File: src/design/csw_pkg.sv
`timescale 1ns / 1ps
`default_nettype none
// ----------------------------------------------------------------------------
// csw_pkg
// Shared types and constants for the clock / stopwatch block.
// ----------------------------------------------------------------------------
package csw_pkg;

	localparam int DIGITS   = 6;
	localparam int DIGIT_W  = 4;
	localparam int THRESH_W = 8;
	localparam int CURSOR_W = 3;
	localparam int MODE_W   = 2;

	localparam logic [THRESH_W-1:0] THRESH_RESET = 8'd5;
	localparam logic [CURSOR_W-1:0] CURSOR_LAST  = 3'd5;

	// digit 0 is the leftmost (hour tens / minute tens)
	localparam logic [DIGITS-1:0][DIGIT_W-1:0] CLK_LIMIT =
		{4'd10, 4'd6, 4'd10, 4'd6, 4'd10, 4'd3};
	localparam logic [DIGITS-1:0][DIGIT_W-1:0] SW_LIMIT =
		{4'd10, 4'd10, 4'd10, 4'd6, 4'd10, 4'd2};

	localparam logic [DIGIT_W-1:0] HOUR_TENS_HI        = 4'd2;
	localparam logic [DIGIT_W-1:0] HOUR_UNITS_HI_LIMIT = 4'd4;
	localparam logic [DIGIT_W-1:0] HOUR_UNITS_LAST     = 4'd3;

	typedef enum logic [MODE_W-1:0] {
		MODE_CLOCK     = 2'd0,
		MODE_STOPWATCH = 2'd1,
		MODE_SET       = 2'd2
	} mode_t;

	typedef struct packed {
		logic held;
		logic long_press;
		logic short_press;
	} btn_status_t;

	typedef struct packed {
		logic [MODE_W-1:0]                mode;
		logic [DIGITS-1:0][DIGIT_W-1:0]   digit;
		logic [CURSOR_W-1:0]              cursor;
		logic                             running;
	} res_t;

endpackage
`default_nettype wire

File: src/design/csw_if.sv
`timescale 1ns / 1ps
`default_nettype none
// ----------------------------------------------------------------------------
// csw_tick_if / csw_status_if
// Valid/ready channels for the incoming ticks and the displayed status.
// ----------------------------------------------------------------------------
interface csw_tick_if;
	logic valid;
	logic ready;
	logic button_one_pressed;
	logic button_two_pressed;

	modport source (output valid, button_one_pressed, button_two_pressed, input ready);
	modport sink   (input valid, button_one_pressed, button_two_pressed, output ready);
endinterface

interface csw_status_if;
	logic       valid;
	logic       ready;
	logic [1:0] current_mode;
	logic [3:0] left_tens;
	logic [3:0] left_units;
	logic [3:0] middle_tens;
	logic [3:0] middle_units;
	logic [3:0] right_tens;
	logic [3:0] right_units;
	logic [2:0] cursor_position;
	logic       stopwatch_running;

	modport source (output valid, current_mode, left_tens, left_units, middle_tens,
		middle_units, right_tens, right_units, cursor_position, stopwatch_running,
		input ready);
	modport sink   (input valid, current_mode, left_tens, left_units, middle_tens,
		middle_units, right_tens, right_units, cursor_position, stopwatch_running,
		output ready);
endinterface
`default_nettype wire

File: src/design/clock_stopwatch_with_buttons.sv
// One request on tick is one 10 ms tick carrying both button levels; each
// tick yields exactly one status request showing the mode, the six digits
// shown (stopwatch in stopwatch mode, time of day otherwise), the cursor and
// the run flag after that tick. The digits are two chains of BCD cells
// whose carries ripple combinationally, so the block takes one tick per
// clock while tick.ready is high. A two-entry output buffer lets a new
// tick in while the previous status waits; tick.ready drops only when both
// entries are full. The long-press threshold register may be written at any
// time the block is idle and resets to 5.
`timescale 1ns / 1ps
`default_nettype none
// ----------------------------------------------------------------------------
// clock_stopwatch_with_buttons
// Time-of-day clock and stopwatch controlled by two buttons.
// ----------------------------------------------------------------------------
module clock_stopwatch_with_buttons #(
	parameter int TICKS_PER_SAMPLE  = 10,
	parameter int TICKS_PER_SECOND  = 100,
	parameter int PRESS_COUNT_WIDTH = 8
) (
	input  wire logic                         clk,
	input  wire logic                         arst_n,
	input  wire logic                         cfg_wr_en,
	input  wire logic [csw_pkg::THRESH_W-1:0] cfg_wr_data,
	csw_tick_if.sink                          tick,
	csw_status_if.source                      status
);
	import csw_pkg::*;

	localparam int SMP_W = $clog2(TICKS_PER_SAMPLE + 1);
	localparam int SEC_W = $clog2(TICKS_PER_SECOND + 1);

	logic [THRESH_W-1:0] thresh_q;
	logic [SMP_W-1:0]    smp_q;
	logic [SEC_W-1:0]    sec_q;
	mode_t               mode_q, mode_d;
	logic [CURSOR_W-1:0] cursor_q, cursor_d;
	logic                run_q, run_d;

	logic accept, sample, sec_tick, set_en, sw_clr;
	btn_status_t btn [2];

	logic [DIGITS-1:0][DIGIT_W-1:0] clk_val, clk_nxt, clk_lim, sw_val, sw_nxt;
	logic [DIGITS-1:0]              clk_wrap, clk_tk, clk_inc, clk_clr, set_sel;
	logic [DIGITS-1:0]              sw_wrap, sw_tk;
	logic                           hour_hi;

	res_t res_d, out_q, skid_q;
	logic out_v_q, skid_v_q, out_take;

	// ---- handshake ----
	assign tick.ready = !skid_v_q;
	assign accept     = tick.valid && tick.ready;
	assign out_take   = out_v_q && status.ready;

	assign sample   = (smp_q == '0);
	assign sec_tick = (sec_q == '0) && (mode_q != MODE_SET);

	// ---- buttons ----
	csw_button_cell #(.LEN_W(PRESS_COUNT_WIDTH)) u_btn0 (
		.clk, .arst_n, .en(accept && sample), .pressed(tick.button_one_pressed),
		.threshold(thresh_q), .status(btn[0])
	);
	csw_button_cell #(.LEN_W(PRESS_COUNT_WIDTH)) u_btn1 (
		.clk, .arst_n, .en(accept && sample), .pressed(tick.button_two_pressed),
		.threshold(thresh_q), .status(btn[1])
	);

	// ---- mode logic ----
	always_comb begin
		mode_d   = mode_q;
		run_d    = run_q;
		cursor_d = cursor_q;
		set_en   = 1'b0;
		sw_clr   = 1'b0;
		if (sample) begin
			case (mode_q)
				MODE_CLOCK: begin
					if (btn[0].short_press) begin
						mode_d = MODE_STOPWATCH;
					end else if (btn[0].long_press) begin
						mode_d = MODE_SET;
					end
				end
				MODE_STOPWATCH: begin
					if (btn[0].short_press) begin
						mode_d = MODE_CLOCK;
					end
					if (btn[1].short_press) begin
						run_d = !run_q;
					end else if (btn[1].long_press) begin
						sw_clr = 1'b1;
					end
				end
				MODE_SET: begin
					set_en = btn[0].held;
					if (btn[1].held) begin
						cursor_d = (cursor_q >= CURSOR_LAST) ? '0 : cursor_q + CURSOR_W'(1);
					end
					if (btn[0].long_press) begin
						mode_d = MODE_CLOCK;
					end
				end
				default: begin
				end
			endcase
		end
	end

	// ---- time-of-day and stopwatch chains ----
	assign hour_hi = clk_val[0] >= HOUR_TENS_HI;

	always_comb begin
		clk_tk[DIGITS-1] = sec_tick;
		sw_tk[DIGITS-1]  = run_q;
		for (int i = DIGITS - 2; i >= 0; i--) begin
			clk_tk[i] = clk_tk[i+1] && clk_wrap[i+1];
			sw_tk[i]  = sw_tk[i+1] && sw_wrap[i+1];
		end
		clk_lim    = CLK_LIMIT;
		clk_lim[1] = hour_hi ? HOUR_UNITS_HI_LIMIT : CLK_LIMIT[1];
		for (int i = 0; i < DIGITS; i++) begin
			set_sel[i] = set_en && (cursor_q == CURSOR_W'(i));
			clk_inc[i] = clk_tk[i] || set_sel[i];
			clk_clr[i] = 1'b0;
		end
		// hours roll over from 23 straight to 00
		clk_inc[0] = (clk_tk[0] && !hour_hi) || set_sel[0];
		clk_clr[0] = clk_tk[0] && hour_hi;
		// raising hour tens to 2 drops an out-of-range hour units
		clk_clr[1] = set_sel[0] && (clk_nxt[0] == HOUR_TENS_HI)
			&& (clk_val[1] > HOUR_UNITS_LAST);
	end

	for (genvar g = 0; g < DIGITS; g++) begin : g_cells
		csw_digit_cell u_clk (
			.clk, .arst_n, .en(accept), .inc(clk_inc[g]), .clr(clk_clr[g]),
			.limit(clk_lim[g]), .value(clk_val[g]), .nxt(clk_nxt[g]), .wrap(clk_wrap[g])
		);
		csw_digit_cell u_sw (
			.clk, .arst_n, .en(accept), .inc(sw_tk[g]), .clr(sw_clr),
			.limit(SW_LIMIT[g]), .value(sw_val[g]), .nxt(sw_nxt[g]), .wrap(sw_wrap[g])
		);
	end

	// ---- result ----
	always_comb begin
		res_d.mode    = mode_d;
		res_d.digit   = (mode_d == MODE_STOPWATCH) ? sw_nxt : clk_nxt;
		res_d.cursor  = cursor_d;
		res_d.running = run_d;
	end

	// ---- state ----
	always_ff @(posedge clk or negedge arst_n) begin
		if (!arst_n) begin
			thresh_q <= THRESH_RESET;
		end else if (cfg_wr_en) begin
			thresh_q <= cfg_wr_data;
		end
	end

	always_ff @(posedge clk or negedge arst_n) begin
		if (!arst_n) begin
			smp_q    <= '0;
			sec_q    <= '0;
			mode_q   <= MODE_CLOCK;
			cursor_q <= '0;
			run_q    <= 1'b0;
		end else if (accept) begin
			smp_q    <= (smp_q == SMP_W'(TICKS_PER_SAMPLE - 1)) ? '0 : smp_q + SMP_W'(1);
			sec_q    <= (sec_q == SEC_W'(TICKS_PER_SECOND - 1)) ? '0 : sec_q + SEC_W'(1);
			mode_q   <= mode_d;
			cursor_q <= cursor_d;
			run_q    <= run_d;
		end
	end

	// ---- two-entry output buffer ----
	always_ff @(posedge clk or negedge arst_n) begin
		if (!arst_n) begin
			out_v_q  <= 1'b0;
			skid_v_q <= 1'b0;
		end else if (accept) begin
			if (!out_v_q || out_take) begin
				out_v_q <= 1'b1;
			end else begin
				skid_v_q <= 1'b1;
			end
		end else if (out_take) begin
			out_v_q  <= skid_v_q;
			skid_v_q <= 1'b0;
		end
	end

	always_ff @(posedge clk) begin
		if (accept) begin
			if (!out_v_q || out_take) begin
				out_q <= res_d;
			end else begin
				skid_q <= res_d;
			end
		end else if (out_take && skid_v_q) begin
			out_q <= skid_q;
		end
	end

	assign status.valid             = out_v_q;
	assign status.current_mode      = out_q.mode;
	assign status.left_tens         = out_q.digit[0];
	assign status.left_units        = out_q.digit[1];
	assign status.middle_tens       = out_q.digit[2];
	assign status.middle_units      = out_q.digit[3];
	assign status.right_tens        = out_q.digit[4];
	assign status.right_units       = out_q.digit[5];
	assign status.cursor_position   = out_q.cursor;
	assign status.stopwatch_running = out_q.running;

endmodule
`default_nettype wire

File: src/design/csw_digit_cell.sv
`timescale 1ns / 1ps
`default_nettype none
// ----------------------------------------------------------------------------
// csw_digit_cell
// One BCD digit of a counter chain: increments, wraps at its limit, clears.
// ----------------------------------------------------------------------------
module csw_digit_cell (
	input  wire logic                        clk,
	input  wire logic                        arst_n,
	input  wire logic                        en,
	input  wire logic                        inc,
	input  wire logic                        clr,
	input  wire logic [csw_pkg::DIGIT_W-1:0] limit,
	output logic      [csw_pkg::DIGIT_W-1:0] value,
	output logic      [csw_pkg::DIGIT_W-1:0] nxt,
	output logic                             wrap
);
	import csw_pkg::*;

	logic [DIGIT_W-1:0] value_q;
	logic [DIGIT_W:0]   sum;

	assign sum   = {1'b0, value_q} + (DIGIT_W+1)'(1);
	assign wrap  = sum >= {1'b0, limit};
	assign value = value_q;

	always_comb begin
		if (clr) begin
			nxt = '0;
		end else if (inc) begin
			nxt = wrap ? '0 : sum[DIGIT_W-1:0];
		end else begin
			nxt = value_q;
		end
	end

	always_ff @(posedge clk or negedge arst_n) begin
		if (!arst_n) begin
			value_q <= '0;
		end else if (en) begin
			value_q <= nxt;
		end
	end
endmodule
`default_nettype wire

File: src/design/csw_button_cell.sv
`timescale 1ns / 1ps
`default_nettype none
// ----------------------------------------------------------------------------
// csw_button_cell
// Press-length tracking for one button; classifies short and long presses.
// ----------------------------------------------------------------------------
module csw_button_cell #(
	parameter int LEN_W = 8
) (
	input  wire logic                         clk,
	input  wire logic                         arst_n,
	input  wire logic                         en,
	input  wire logic                         pressed,
	input  wire logic [csw_pkg::THRESH_W-1:0] threshold,
	output csw_pkg::btn_status_t              status
);
	import csw_pkg::*;

	localparam int CMP_W = (LEN_W > THRESH_W) ? LEN_W : THRESH_W;

	logic             held_q, held_d;
	logic             long_q, long_d;
	logic [LEN_W-1:0] len_q, len_d;
	logic [CMP_W-1:0] len_x, thr_x;

	assign thr_x = CMP_W'(threshold);
	assign len_x = CMP_W'(len_d);

	always_comb begin
		if (pressed) begin
			held_d = 1'b1;
			len_d  = (&len_q) ? len_q : len_q + LEN_W'(1);
			long_d = long_q || (len_x > thr_x);
		end else begin
			held_d = 1'b0;
			len_d  = held_q ? len_q : '0;
			long_d = 1'b0;
		end
	end

	assign status.held        = held_d;
	assign status.long_press  = long_d;
	assign status.short_press = !held_d && (len_d != '0) && (len_x <= thr_x);

	always_ff @(posedge clk or negedge arst_n) begin
		if (!arst_n) begin
			held_q <= 1'b0;
			long_q <= 1'b0;
			len_q  <= '0;
		end else if (en) begin
			held_q <= held_d;
			long_q <= long_d;
			len_q  <= len_d;
		end
	end
endmodule
`default_nettype wire

File: src/flat_wrapper.sv
// flat-port wrapper written by rule: the top's interface ports become plain ports
module clock_stopwatch_with_buttons_flat import csw_pkg::*;
#(
	parameter int TICKS_PER_SAMPLE  = 10,
	parameter int TICKS_PER_SECOND  = 100,
	parameter int PRESS_COUNT_WIDTH = 8
)
  (clk, arst_n, cfg_wr_en, cfg_wr_data, tick_valid, tick_button_one_pressed, tick_button_two_pressed, tick_ready, status_valid, status_current_mode, status_left_tens, status_left_units, status_middle_tens, status_middle_units, status_right_tens, status_right_units, status_cursor_position, status_stopwatch_running, status_ready);
  csw_tick_if tick_i ();
  csw_status_if status_i ();
  input  wire logic clk;
  input  wire logic arst_n;
  input  wire logic cfg_wr_en;
  input  wire logic [csw_pkg::THRESH_W-1:0] cfg_wr_data;
  input wire logic [$bits(tick_i.valid)-1:0] tick_valid;
  input wire logic [$bits(tick_i.button_one_pressed)-1:0] tick_button_one_pressed;
  input wire logic [$bits(tick_i.button_two_pressed)-1:0] tick_button_two_pressed;
  output wire logic [$bits(tick_i.ready)-1:0] tick_ready;
  output wire logic [$bits(status_i.valid)-1:0] status_valid;
  output wire logic [$bits(status_i.current_mode)-1:0] status_current_mode;
  output wire logic [$bits(status_i.left_tens)-1:0] status_left_tens;
  output wire logic [$bits(status_i.left_units)-1:0] status_left_units;
  output wire logic [$bits(status_i.middle_tens)-1:0] status_middle_tens;
  output wire logic [$bits(status_i.middle_units)-1:0] status_middle_units;
  output wire logic [$bits(status_i.right_tens)-1:0] status_right_tens;
  output wire logic [$bits(status_i.right_units)-1:0] status_right_units;
  output wire logic [$bits(status_i.cursor_position)-1:0] status_cursor_position;
  output wire logic [$bits(status_i.stopwatch_running)-1:0] status_stopwatch_running;
  input wire logic [$bits(status_i.ready)-1:0] status_ready;
  assign tick_i.valid = tick_valid;
  assign tick_i.button_one_pressed = tick_button_one_pressed;
  assign tick_i.button_two_pressed = tick_button_two_pressed;
  assign tick_ready = tick_i.ready;
  assign status_valid = status_i.valid;
  assign status_current_mode = status_i.current_mode;
  assign status_left_tens = status_i.left_tens;
  assign status_left_units = status_i.left_units;
  assign status_middle_tens = status_i.middle_tens;
  assign status_middle_units = status_i.middle_units;
  assign status_right_tens = status_i.right_tens;
  assign status_right_units = status_i.right_units;
  assign status_cursor_position = status_i.cursor_position;
  assign status_stopwatch_running = status_i.stopwatch_running;
  assign status_i.ready = status_ready;
  clock_stopwatch_with_buttons #(.TICKS_PER_SAMPLE(TICKS_PER_SAMPLE), .TICKS_PER_SECOND(TICKS_PER_SECOND), .PRESS_COUNT_WIDTH(PRESS_COUNT_WIDTH)) u_core (.clk(clk), .arst_n(arst_n), .cfg_wr_en(cfg_wr_en), .cfg_wr_data(cfg_wr_data), .tick(tick_i), .status(status_i));
endmodule
File: config.mk
export PLATFORM = sky130hd
export DESIGN_NAME = clock_stopwatch_with_buttons_flat
export DESIGN_NICKNAME = d
export VERILOG_FILES = /design/src/design/csw_pkg.sv /design/src/design/csw_if.sv /design/src/design/clock_stopwatch_with_buttons.sv /design/src/design/csw_digit_cell.sv /design/src/design/csw_button_cell.sv /design/src/flat_wrapper.sv
export SDC_FILE = /design/constraint.sdc
export NUM_CORES = 1
export LEC_CHECK = 0
export ABC_AREA = 1
export BUFFER_PORTS_ARGS = -buffer_cell sky130_fd_sc_hd__buf_4
export CORE_MARGIN = 4
export CORE_UTILIZATION = 30
export CTS_BUF_LIST = sky130_fd_sc_hd__clkbuf_8
export DETAILED_ROUTE_END_ITERATION = 8
export PLACE_DENSITY = 0.45
export SYNTH_ARGS = -nofsm -noshare
export SYNTH_HDL_FRONTEND = slang
export SYNTH_SLANG_ARGS = --single-unit
File: constraint.sdc
create_clock -name clk -period 7.3 [get_ports clk]
set_input_delay 0.73 -clock clk [delete_from_list [all_inputs] [get_ports clk]]
set_output_delay 0.73 -clock clk [all_outputs]
set_load 0.005 [all_outputs]
## Word level (Yosys, flattened, before mapping)

Index checks and enable logic that the tools add are counted.
Widths: inputs -> output; s select.

- Logic and storage cells: 227
- Output and inout port bits: 32
- Input bits: 15
- Bits in registers: 155

- Multiplexer cells: 74
- Reduce and logical (&&, ||, !) cells: 58
- Equality and inequality tests: 14
- Magnitude comparators: 19
- Add/sub/neg operators: 17
- Bitwise operators: 1

Operators with widths:

| operator | number |
|---|---|
| $mux 4 | 34 |
| $mux 30 | 3 |
| $add 4x1->5 const B | 12 |
| $mux 8 | 6 |
| $ge 5x4->1 const B | 6 |
| $logic_and 1x1->1 | 29 |
| $mux 24 | 1 |
| $mux 1 | 19 |
| $add 8x1->8 const B | 2 |
| $gt 8x8->1 | 2 |
| $le 8x8->1 | 2 |
| $reduce_and 8->1 | 2 |
| $reduce_bool 8->1 | 2 |
| $ge 5x3->1 const B | 3 |
| $mux 3 | 4 |
| $ge 5x2->1 const B | 2 |
| $mux 2 | 5 |
| $logic_or 1x1->1 | 9 |
| $reduce_and 2->1 | 4 |
| $add 7x1->7 const B | 1 |
| $eq 7x7->1 const B | 1 |
| $logic_not 7->1 | 1 |
| $mux 7 | 1 |
| $eq 3x2->1 const B | 2 |
| other kinds (20) | 30 |

## Depth between registers and ports, before layout

- Depth in word-level cells: 18
- Depth in mapped cells: 25
- Depth with buffers taken out: 25

## Hierarchy

A second synthesis with hierarchy kept.

- Cell total of the unflattened synthesis: 1558
- Area, all modules: 11503.5 um2

By module, submodules not included:

| module | instances | area each (um2) | seq. area each (um2) | cells each |
|---|---|---|---|---|
| csw_digit_cell | 12 | 409.1 | 100.1 | 65 |
| clock_stopwatch_with_buttons | 1 | 4667.0 | 2479.9 | 490 |
| csw_button_cell | 2 | 963.4 | 250.2 | 144 |

## Worst setup path before layout

No wires, ideal clock.

- Path kind: input to register
- Start point: input tick_button_two_pressed
- End point: register u_core.out_q (netlist bit u_core.status.middle_units[0]) (data pin)
- Arrival: 3.056 ns
- Library setup time: 0.131 ns
- Cell stages on the path: 16
- Required time: 7.169 ns
- Buffers on the path: 1
- Path slack: 4.113 ns
- Path through: inv_1 -> nor2_1 -> nand2_1 -> nand3_1 -> o21a_1 -> inv_1 -> ha_1 -> nand2_1 -> o41ai_1 -> nand2_1 -> nand2_1 -> clkbuf_1 -> o211ai_1 -> o21ai_2 -> nand2_1 -> nand2_1

RTL lines:

| what | line | source |
|---|---|---|
| start, declared | flat_wrapper.sv:17 | `input wire logic [$bits(tick_i.button_two_pressed)-1:0] tick_button_two_pressed;` |
| end signal, assigned | clock_stopwatch_with_buttons.sv:199 | `out_q <= res_d;` |
| end signal, assigned | clock_stopwatch_with_buttons.sv:204 | `out_q <= skid_q;` |
| end, declared | clock_stopwatch_with_buttons.sv:48 | `res_t res_d, out_q, skid_q;` |

==> run_results.csv <==
group,metric,value,unit
run_status,outcome,"completed",
setup_path,slowest_stage,"o41ai_1",
global_routing,grt_usage,0.132,
route,drt_iter0_drc,380,
clock_tree,cts_tree,"built",
route,wire_per_inst,13.5,um
timing,worst_pin_slew,867,ps
clock_tree,htreeDepth,4,
global_routing,grt_pass1_wl,35400,um
setup_path,critPathMostFrequentCell,"nand2_1",
die,dieArea,33000,um^2
global_routing,grt_pass1_vias,6894,
setup_path,rr_endpoint,"u_core.status.left_units[0]$_DFFE_PP_",
setup_path,crit_required,7640,ps
clock_tree,cts.sinks,155,
timing,hold_viol,0,
route,routed_wl,21000,um
finish,areaGrowthSynthToFinish,12.6,%
finish,diodes,0,
clock_tree,postCtsHoldBufs,0,
timing,hold_ws,244,ps
die,core_area,29600,um^2
place,hpwl,14500,um
timing,fmax,0.255,GHz
power_and_ir_drop,leakagePower,4.80,nW
route,drc_errors,0,
finish,drive_gt1_frac,0.108,
timing,setup_violations,0,
clock_tree,post_cts_buffers,0,
logic_synthesis,syn_area,9030,um^2
power_and_ir_drop,finalPower,3.16,mW
logic_synthesis,synth_top_cell_area_share,0.258,
logic_synthesis,yosysSeqAreaShare,0.463,
finish,n_fill_cell,3129,
timing,tns,0,ps
timing,fin_crit_sh,0.536,
timing,drv_slew,0,
setup_path,worstSetupPathType,"reg -> reg",
global_routing,grt_max_degree,71,
finish,fin_util,0.343,
logic_synthesis,syn_area_per_cell,8.11,um^2
route,firstDrtPassIters,5,
logic_synthesis,syn_nets,1181,
route,num_vias,7052,
die,boundaryPins,47,
finish,multi_input_area,4140,um^2
power_and_ir_drop,p_per_area,311,nW/um^2
setup_path,critPathMaxStageDelay,520,ps
clock_tree,clock_latency,470,ps
route,avgViaCountPerCell,4.52,
setup_path,r2r_slack,3380,ps
finish,seqCellArea,4180,um^2
setup_path,crit_fanout,21,
flow_run,maxCapViolations,0,
finish,final_common_cell,"nand2_1",
logic_synthesis,synth_seq_cells,155,
place,globalplace.congestion,0.784,
timing,period_needed,3920,ps
timing,fin_skew,19.3,ps
power_and_ir_drop,max-vdd-ir-drop,0.000148,V
die,fp.dieH,182,um
setup_path,critPathArrivalTime,4250,ps
setup_path,worst-path-buf-inv,3,
logic_synthesis,synthCells,1114,
clock_tree,clkTransAtPathRegs,110,ps
clock_tree,cts-buffers-inserted,17,
setup_path,critPathTopFamily,"simple AND/OR/NAND/NOR gates",
logic_synthesis,ys.flop_type,"dfrtp_1",
setup_path,rr_worst_depth,22,
clock_tree,post_cts_resized,0,
logic_synthesis,synth_area_leaders,"dfrtp_1 26%, edfxtp_1 20%, nand2_1 13%",
die,die_w,182,um
clock_tree,cts_root_buf,"clkbuf_8",
timing,relSlewSlack,0.421,
logic_synthesis,ys_types,49,
timing,rsz0062_at_grt,"false",
die,start_util,0.305,
logic_synthesis,yosys_warnings,0,
logic_synthesis,yosys.area.top_type,"dfrtp_1",
place,port_buffers,46,
logic_synthesis,synth_edf_count,60,
finish,final_nets,1224,
clock_tree,cts.path.max_buffers,2,
setup_path,reg2reg_from,"u_core.u_btn1.len_q[1]$_DFFE_PN0P_",
setup_path,cp-start-kind,"flop",
finish,final_cell_mix,"317 x nand2_1, 149 x inv_1, 122 x o21ai_0, 93 x dfrtp_1, 66 x nor2_1",
hold_path,hp-class,"in -> async",
setup_path,path_cells,"ha_1, nand2_1, nor2_1, inv_1, nor2_1, nor2_1, nand2_1, nand3_1, o21a_1, inv_1, ha_1, nand2_1, o41ai_1, nand2_1, nand2_1, buf_4, nand2_1, a21oi_1, nand2_1, nand2_1, nand2_1, nand2_1",
global_routing,overflow,0,
route,ant_nets,0,
logic_synthesis,synthArstFlopShare,0.613,
global_routing,antenna_found_initial,0,
setup_path,endpoint_kind,"flop",
die,row_count,63,
routing by layer:
metal / GRT usage / vias to the layer above / routed length, um
li1: - / 3752 / -
met1: 0.191 / 3204 / 11300
met2: 0.202 / 84 / 8900
met3: 0.0246 / 12 / 578
met4: 0.0348 / 0 / 223
met5: 0 / - / 0
sequential cells by signal, summed over array words and instances (netlist names), 2 cells and up:
name / cells
u_core.u_btn0.len_q: 8
u_core.mode_q: 2
u_core.status.current_mode: 2
u_core.status.left_units: 4
u_core.status.left_tens: 4
u_core.thresh_q: 8
u_core.status.middle_units: 4
u_core.cursor_q: 3
u_core.g_cells.u_sw.value: 24
u_core.sec_q: 7
u_core.u_btn1.len_q: 8
u_core.status.right_tens: 4
u_core.smp_q: 4
u_core.status.middle_tens: 4
u_core.g_cells.u_clk.value: 24
u_core.status.cursor_position: 3
u_core.status.right_units: 4
u_core.skid_q: 30
stage by stage:
step,cells,setup WS [ps],cell area [um^2]
after floorplan,1114,4110,9030
after global placement,1528,3410,9780
after detailed placement,1528,3370,9780
after CTS,1560,3370,10200
after global routing,1560,2900,10200
final,1560,3380,10200
synth_stat cells, types with 2 or more instances:
library cell / instances
a31oi_1: 4
nor3_1: 9
o21bai_1: 3
o21a_1: 3
inv_1: 149
dfrtp_1: 93
nand4_1: 14
nor4_1: 2
o21ai_1: 10
nand3_1: 65
xor2_1: 17
nand3_2: 2
o211ai_1: 10
o21ai_2: 15
o31ai_1: 2
o31ai_2: 2
edfxtp_1: 60
dfstp_2: 2
nand2_4: 3
o22ai_1: 6
clkbuf_1: 22
ha_1: 52
nand2_1: 318
nor2_2: 3
a21oi_1: 25
xnor2_1: 5
buf_1: 2
nor2_1: 66
o21ai_0: 122
inv_2: 2
nand3b_1: 2
nand2_2: 4
buf_6: 4
cells by family after synthesis:
kind of cell / synth area share
AOI/OAI and AO/OA: 0.132
buffers and inverters: 0.0787
and+or+nand+nor: 0.232
DFF: 0.463
xor gates and xnor gates: 0.0213
adders and majority gates: 0.0720
muxes: 0.00125
power breakdown:
part | total (mW) | internal, mW | leakage (nW) | switching [mW]
sequential | 1.38 | 1.21 | 1.77 | 0.166
clock | 0.667 | 0.283 | 0.195 | 0.384
combinational | 1.12 | 0.402 | 2.84 | 0.715
total | 3.16 | 1.89 | 4.80 | 1.26
worst max-delay path by stage:
stage	startpoint	end	slack, ps	cells past startpoint
CTS	u_core.u_btn1.len_q[0]$_DFFE_PN0P_	u_core.status.left_units[0]$_DFFE_PP_	3370	22
global placement	tick_button_two_pressed	u_core.status.left_units[0]$_DFFE_PP_	3410	19
detailed placement	tick_button_two_pressed	u_core.status.left_units[0]$_DFFE_PP_	3370	19
global route	u_core.u_btn1.len_q[0]$_DFFE_PN0P_	u_core.status.left_units[3]$_DFFE_PP_	2900	21
finish	u_core.u_btn1.len_q[1]$_DFFE_PN0P_	u_core.status.left_units[0]$_DFFE_PP_	3380	22
floorplan	tick_button_two_pressed	u_core.status.middle_units[0]$_DFFE_PP_	4110	16
area by class of cell:
cell class	count	area share
sequential	155	0.411
multi-input combinational	778	0.407
inverter	152	0.0561
tap	390	0.0480
timing repair buffer	53	0.0391
clock buffer	17	0.0230
clock inverter	15	0.0153
Power figures use the tool's default switching activity.
